File: src/rtl/ffha_ram.sv
`default_nettype none
// ----------------------------------------------------------------------------
// ffha_ram
// Generic single-port synchronous RAM, registered read.
// ----------------------------------------------------------------------------
module ffha_ram #(
	parameter int WIDTH = 8,
	parameter int DEPTH = 16
) (
	input  wire logic                     clk,
	input  wire logic                     we,
	input  wire logic [$clog2(DEPTH)-1:0] addr,
	input  wire logic [WIDTH-1:0]         wdata,
	output logic      [WIDTH-1:0]         rdata
);
	logic [WIDTH-1:0] mem [DEPTH];

	always_ff @(posedge clk) begin
		if (we) mem[addr] <= wdata;
		rdata <= mem[addr];
	end
endmodule
`default_nettype wire
File: config.mk
export PLATFORM = sky130hd
export DESIGN_NAME = ffha_ram
export DESIGN_NICKNAME = d
export VERILOG_FILES = /design/src/rtl/ffha_ram.sv
export SDC_FILE = /design/constraint.sdc
export NUM_CORES = 1
export LEC_CHECK = 0
export BUFFER_PORTS_ARGS = -buffer_cell sky130_fd_sc_hd__buf_2
export CAP_MARGIN = 5
export CORE_MARGIN = 3
export CORE_UTILIZATION = 60
export DETAILED_ROUTE_END_ITERATION = 8
export GPL_TIMING_DRIVEN = 0
export PLACE_DENSITY = 0.88
export SLEW_MARGIN = 20
export SYNTH_ARGS = -nofsm -noshare
export SYNTH_HDL_FRONTEND = slang
export SYNTH_SLANG_ARGS = --single-unit
File: constraint.sdc
create_clock -name clk -period 1.9 [get_ports clk]
set_input_delay 0.19 -clock clk [delete_from_list [all_inputs] [get_ports clk]]
set_output_delay 0.19 -clock clk [all_outputs]
set_load 0.02 [all_outputs]
# Word level (Yosys, flattened, before mapping)
# Memory sizes are Yosys's and may differ from the RTL's. A register that Yosys moved wholly into a read port is not among the register bits.
# Cells that the tools add are included.
# totals
ff_bits	0
memories	1
elab_cells	3
ram_bits	128
# mem_list
name	depth	word_bits	rd	rd_clocked_by_memory_dff	wr	line_no	text
mem	16	8	1	1	1	16	logic [WIDTH-1:0] mem [DEPTH];
# op_classes
n_mux	2
# op_table
operator	n
$mux 1	2

# Longest topological paths before layout
# Gate-level depths: netlist of run 1.
# logic_depth
word_depth	2
depth_mapped	5
mapped_depth_nobuf	3

# Least setup slack after synthesis of run 1
# Ideal clock, no wire load.
# synth_timing
path_type	input to register
start	input addr[2]
end	memory mem[0][0] (enable)
setup_time_ns	0.383
required_ns	1.517
t_arrival_ns	1.300
stages	2
path_slack_ns	0.217
path_buffers	0
path_cell_list	or3b_2 > nor3_1
# synth_rtl
element	line_no	text
start, declared	12	input wire logic [$clog2(DEPTH)-1:0] addr,
end, declared	16	
# No word-level cell before the write port.

# Final worst setup path of run 1
# layout_timing
start	input addr[1]
end	memory mem[11][6] (enable)
# No word-level cell before the write port.

==> out/metrics.cfg, run 1 <==
[layout]
final_common_cell = edfxtp_1
drive_gt1_frac = 0.335
antenna_cells = 0
nNetsFinal = 282
nFillCells = 434
design_area_um2 = 5880
final_cell_mix = 128 x edfxtp_1, 32 x mux4_2, 21 x buf_2
area_growth_pct = 16.1
seq_area_um2 = 4000
multi_input_area_um2 = 1030

[detailed_routing]
drc = 0
drtAntennaViolNets = 0
first_iter_violations = 337
num_vias = 2515
totalWireLength_um = 10400
viasPerCell = 6.57
firstDrtPassIters = 5
wl_per_cell_um = 27.0

[status]
outcome = finished, final reports clean

[synth]
syn-mean-instance-area_um2 = 22.0
synth_area_um2 = 5070
ys_ff_latch = 136
yosys_warnings = 0
ys_types = 18
synthesis.instances = 230
yosys.area.top_type = edfxtp_1
synth_top_area_share = 0.759
seq_area_frac_synth = 0.790
synth_nets = 244
yosys-top-cells-area = edfxtp_1 76%, mux4_2 14%, dfxtp_1 3.2%

[cts]
path_clk_slew_ns = 0.06
cts_buffers = 17
clock_sink_count = 136
cts_buffer_depth = 2
cts_tree = done
clk_latency_ns = 0.52
htree_levels = 4
cts_root_buf = clkbuf_8

[place]
portBuffers = 19
placed_area_um2 = 5310
dp_hpwl_um = 6140
dp_slack_ns = -0.376
routabilityCongestion = 0.759

[die]
num_io_pins = 22
core_um2 = 7970
start_util = 0.636
die_x_um = 97.9
die_h_um = 97.9
die-area_um2 = 9580
rows = 32

[timing]
period_minus_slack_ns = 1.81
slew_viol_final = 0
setup_slack_ns = 0.0928
fin_skew_ns = 0.00429
setup_viol = 0
relSlewSlack = 0.466
maxClockFrequency_ghz = 0.553
timing.final.hold_violations = 0
grt_setup_unrepaired = true
worstMarginPinSlew_ns = 0.797
min_period_over_period = 0.951
setup_tns_ns = 0

[setup_path]
arrival_ns = 1.95
startpoint_type = input port
critical_path.max_fanout = 10
worstSetupEndpointType = flip-flop
required_ns = 2.05
reg2reg_depth = 3
crit_type = input port to flip-flop

[power_and_ir_drop]
p_per_area_nw_per_um2 = 1160
p_leak_nw = 1.92
power_mw = 6.82
ir_worst_vdd_mv = 0.607

[flow_run]
cap_violations = 0

[global_routing]
grt_max_degree = 17
grt_pass1_vias = 2562
grt_antenna_before_repair = 0
grt_pass1_wl_um = 15900
overflow = 0
grt.total_usage = 0.236

[min_path]
hold_depth = 1
hold_path_class = input port to flip-flop

-- metrics by stage --
stage | hold slack [ns] | utilization | instances
after floorplan | 0.289 | - | 230
after global placement | 0.589 | 0.664 | 351
after detailed placement | 0.607 | 0.666 | 351
after CTS | 0.0728 | 0.737 | 383
after global routing | 0.0741 | 0.738 | 383
final | 0.0688 | 0.738 | 383
-- logic make-up (layout without fill, tap and decap cells) --
family,Yosys count,in the layout,share of synthesized area
AND/OR/NAND/NOR,35,35,0.0321
AO/OA/AOI/OAI,16,16,0.0237
flip-flops,136,136,0.790
multiplexers,32,32,0.142
buffers and inverters,11,62,0.0119
-- state kept, by name, indices dropped and copies added, names as in the netlist --
register and count:
rdata 8, mem 128
-- worst paths after layout --
check                             from                   end  slack, ns
setup reg to reg  mem[15][1]$_DFFE_PP_      rdata[1]$_DFF_P_       0.50
hold / removal                wdata[2]   mem[6][2]$_DFFE_PP_       0.07
setup / recovery               addr[1]  mem[11][6]$_DFFE_PP_       0.09
hold reg to reg   mem[11][6]$_DFFE_PP_      rdata[6]$_DFF_P_       0.71
-- Yosys cell counts, drive strengths merged --
| library cell | number |
|---|---|
| and2 | 1 |
| nor2b | 2 |
| nor3 | 4 |
| mux4 | 32 |
| edfxtp | 128 |
| nand3b | 2 |
| nor2 | 13 |
| or3b | 1 |
| nand3 | 1 |
| a22oi | 16 |
| dfxtp | 8 |
| nand2b | 2 |
| buf | 8 |
| clkbuf | 3 |
| nand2 | 9 |
-- critical path, stage by stage --
cell and delay [ns]:
buf_2 0.26, buf_1 0.54, nand2_1 0.30, nor2_1 0.66
-- final cells by class --
type	count	area share
Timing Repair Buffer	19	0.0162
Clock buffer	19	0.0751
Sequential cell	136	0.681
Multi-Input combinational cell	83	0.174
Clock inverter	13	0.0219
Tap cell	102	0.0217
Buffer	11	0.0102
-- repair_timing --
item / 4_1_cts / 5_1_grt
resized for setup: 0 / 1
setup endpoints to repair: 0 / 8
setup buffers: 0 / 0
hold endpoints to repair: 0 / 0
hold buffers: 0 / 0
-- power by group --
part           switching (mW)  internal (mW)
clock network            1.18           1.92
registers              0.0202           3.36
logic                   0.216          0.128
-- layer usage --
metal	wire, um	global-route usage	vias up
met5	0	0	-
met4	302	0.0969	0
met3	1000	0.0543	31
met2	5270	0.383	188
met1	3790	0.314	1260
li1	-	-	1036
No activity file was read; power rests on OpenSTA's default activity.
==> run 2, diff against run 1 <==
BUFFER_PORTS_ARGS = unset   (was -buffer_cell sky130_fd_sc_hd__buf_2)
CORE_UTILIZATION = 62   (was 60)
DONT_BUFFER_PORTS = 1   (was unset)
==> run 2 against run 1 <==
  * Combinational power shrank 14%
  * Sequential cell count did not move
  * Setup slack better by 0.015 ns
  * Total power increased by 1.8%
  * Routed wire length grew 2.4%
  * Count of clock-buffer cells in the layout is 1 higher
  * Die area decreased by 3.0%
  * Sequential share of layout area is 0.16 points lower
  * Non-clock buffer count down 11
  * Final cell count decreased by 2.3%
  * Sequential power is essentially flat
  * Largest cell class unchanged
==> out/metrics.cfg, run 2 (synthesis gave the netlist of run 1 again) <==
[status]
outcome = finished, final reports clean  ; unchanged

[die]
rows = 32  ; unchanged
core_um2 = 7850  ; was 7970 um^2
die_h_um = 96.4  ; was 97.9 um
num_io_pins = 22  ; unchanged
die_x_um = 96.4  ; was 97.9 um
start_util = 0.646  ; was 0.636
die-area_um2 = 9290  ; was 9580 um^2

[timing]
maxClockFrequency_ghz = 0.558  ; was 0.553 GHz
setup_slack_ns = 0.108  ; was 0.0928 ns
grt_setup_unrepaired = false  ; was true
timing.final.hold_violations = 0  ; unchanged
setup_viol = 0  ; unchanged
slew_viol_final = 0  ; unchanged
min_period_over_period = 0.943  ; was 0.951
period_minus_slack_ns = 1.79  ; was 1.81 ns
relSlewSlack = 0.435  ; was 0.466
fin_skew_ns = 0.00736  ; was 0.00429 ns
worstMarginPinSlew_ns = 0.844  ; was 0.797 ns
whs_ns = 0.122  ; was 0.0688 ns

[detailed_routing]
totalWireLength_um = 10600  ; was 10400 um
viasPerCell = 6.63  ; was 6.57
first_iter_violations = 405  ; was 337
drc = 0  ; unchanged
wl_per_cell_um = 28.4  ; was 27.0 um
num_vias = 2478  ; was 2515
firstDrtPassIters = 5  ; unchanged
drtAntennaViolNets = 0  ; unchanged

[setup_path]
reg2reg_from = mem[11][0]$_DFFE_PP_  ; was mem[15][1]$_DFFE_PP_
reg2reg_depth = 3  ; unchanged
worstSetupEndpointType = flip-flop  ; unchanged
required_ns = 2.04  ; was 2.05 ns
r2r_setup_slack_ns = 0.44  ; was 0.50 ns
arrival_ns = 1.93  ; was 1.95 ns
cp_cell_sequence = buf_2 > buf_1 > nand2_1 > nor2_1  ; unchanged
slowest_delay_ns = 0.72  ; was 0.66 ns
critical_path.max_fanout = 10  ; unchanged
crit_slowest_cell = nor2_1  ; unchanged
rr_endpoint = rdata[0]$_DFF_P_  ; was rdata[1]$_DFF_P_
crit_type = input port to flip-flop  ; unchanged
startpoint_type = input port  ; unchanged

[power_and_ir_drop]
p_leak_nw = 1.89  ; was 1.92 nW
swShare = 0.202  ; was 0.208
pwr-share-comb = 0.043  ; was 0.050
seqPwrFrac = 0.491  ; was 0.495
p_per_area_nw_per_um2 = 1180  ; was 1160 nW/um^2
ir_worst_vdd_mv = 0.864  ; was 0.607 mV
p_int_mw = 5.54  ; was 5.40 mW
switchingPower_mw = 1.40  ; was 1.42 mW
clockPowerShare = 0.467  ; was 0.454

[layout]
top_regs = mem (128), rdata (8)  ; unchanged
final_common_cell = edfxtp_1  ; unchanged
drive_gt1_frac = 0.270  ; was 0.335
area_growth_pct = 16.4  ; was 16.1%
regMostFlops = mem  ; unchanged
largest_reg_flops = 128  ; unchanged
final_core_util = 0.751  ; was 0.738
nNetsFinal = 271  ; was 282
final_cell_mix = 128 x edfxtp_1, 32 x mux4_2, 16 x a22oi_1, 16 x clkbuf_16, 13 x nor2_1  ; was 128 x edfxtp_1, 32 x mux4_2, 21 x buf_2
finalNonFillerCells = 374  ; was 383

[cts]
cts_tree = done  ; unchanged
cts_root_buf = clkbuf_8  ; unchanged
cts_buffers = 17  ; unchanged
cts_buffer_depth = 2  ; unchanged
clock_sink_count = 136  ; unchanged
clk_latency_ns = 0.52  ; about the same
htree_levels = 4  ; unchanged
path_clk_slew_ns = 0.06  ; about the same

[place]
portBuffers = 0  ; was 19
routabilityCongestion = 0.767  ; was 0.759
dp_cells = 332  ; was 351
dp_slack_ns = -0.312  ; was -0.376 ns
dp_hpwl_um = 5700  ; was 6140 um

[global_routing]
grt_pass1_vias = 2482  ; was 2562
grt.total_usage = 0.250  ; was 0.236
grt_pass1_wl_um = 15400  ; was 15900 um
overflow = 0  ; unchanged
grt_max_degree = 17  ; unchanged
grt_antenna_before_repair = 2  ; was 0

[min_path]
hold_path_class = input port to flip-flop  ; unchanged
worstHoldStart = addr[3]  ; was wdata[2]
hold_depth = 3  ; was 1
hold_end = rdata[4]$_DFF_P_  ; was mem[6][2]$_DFFE_PP_

[flow_run]
cap_violations = 0  ; unchanged

run 2: cell types whose count changed in the layout (fill, tap and decap cells not counted), moves of 2 or more:
cell           before  now
buf_2              21    2
diode_2             0    2
clkinv_4            1    3
clkinvlp_4          4    2
dlygate4sd3_1       0    8
clkinv_2            6    4
run 2: power by group through the flow:
stage	Clock (mW)	Combinational (mW)	Sequential, mW
after floorplan	0	0.173	3.46
after global placement	0	0.222	3.46
after detailed placement	0	0.228	3.47
after CTS	3.24	0.291	3.41
after global routing	3.39	0.314	3.41
final	3.24	0.295	3.41
run 2: worst max-delay path: cells and delay by family:
kind	cells	cell delay [ns]
and+or+nand+nor	2	0.98
buffers and inverters	2	0.76
run 2: timing repair:
item / in CTS / in global routing
buffers inserted: 0 / 0
gates resized for setup: 0 / 0
endpoints found under the setup margin: 0 / 0
hold buffers: 8 / 0
hold endpoints to repair: 128 / 0
run 2: how the worst max path moves through the flow:
stage            start                    to  cells after the start
3_3_place_gp   addr[1]   mem[0][3]$_DFFE_PP_                      3
4_1_cts        addr[1]  mem[11][0]$_DFFE_PP_                      4
5_1_grt        addr[1]  mem[11][0]$_DFFE_PP_                      4
6_report       addr[1]   mem[3][5]$_DFFE_PP_                      4
2_1_floorplan  addr[2]   mem[0][0]$_DFFE_PP_                      2
3_5_place_dp   addr[1]   mem[7][2]$_DFFE_PP_                      4
run 2: metrics by stage:
| stage | area [um^2] | power (mW) | setup TNS (ns) |
|---|---|---|---|
| floorplan | 5070 | 3.63 | 0 |
| detailed placement | 5200 | 3.69 | -22.90 |
| global route | 5900 | 7.12 | 0 |
| CTS | 5880 | 6.94 | 0 |
| finish | 5900 | 6.94 | 0 |
| global placement | 5190 | 3.68 | -17.76 |
run 2: layout make-up:
type                       count  area [um^2]
buffer                        11         60.1
fill                         431         1950
tap                          102          128
sequential                   136         4000
timing repair buffer           8         80.1
clock buffer                  20          445
antenna                        2         5.00
clock inverter                12          151
multi-input combinational     83         1020
run 2: metal layers:
metal | track usage | up-vias | routed length [um]
met3 | 0.0651 | 16 | 1130
met1 | 0.361 | 1262 | 3970
met5 | 0 | - | 0
li1 | - | 1016 | -
met2 | 0.380 | 184 | 5370
met4 | 0.0853 | 0 | 132
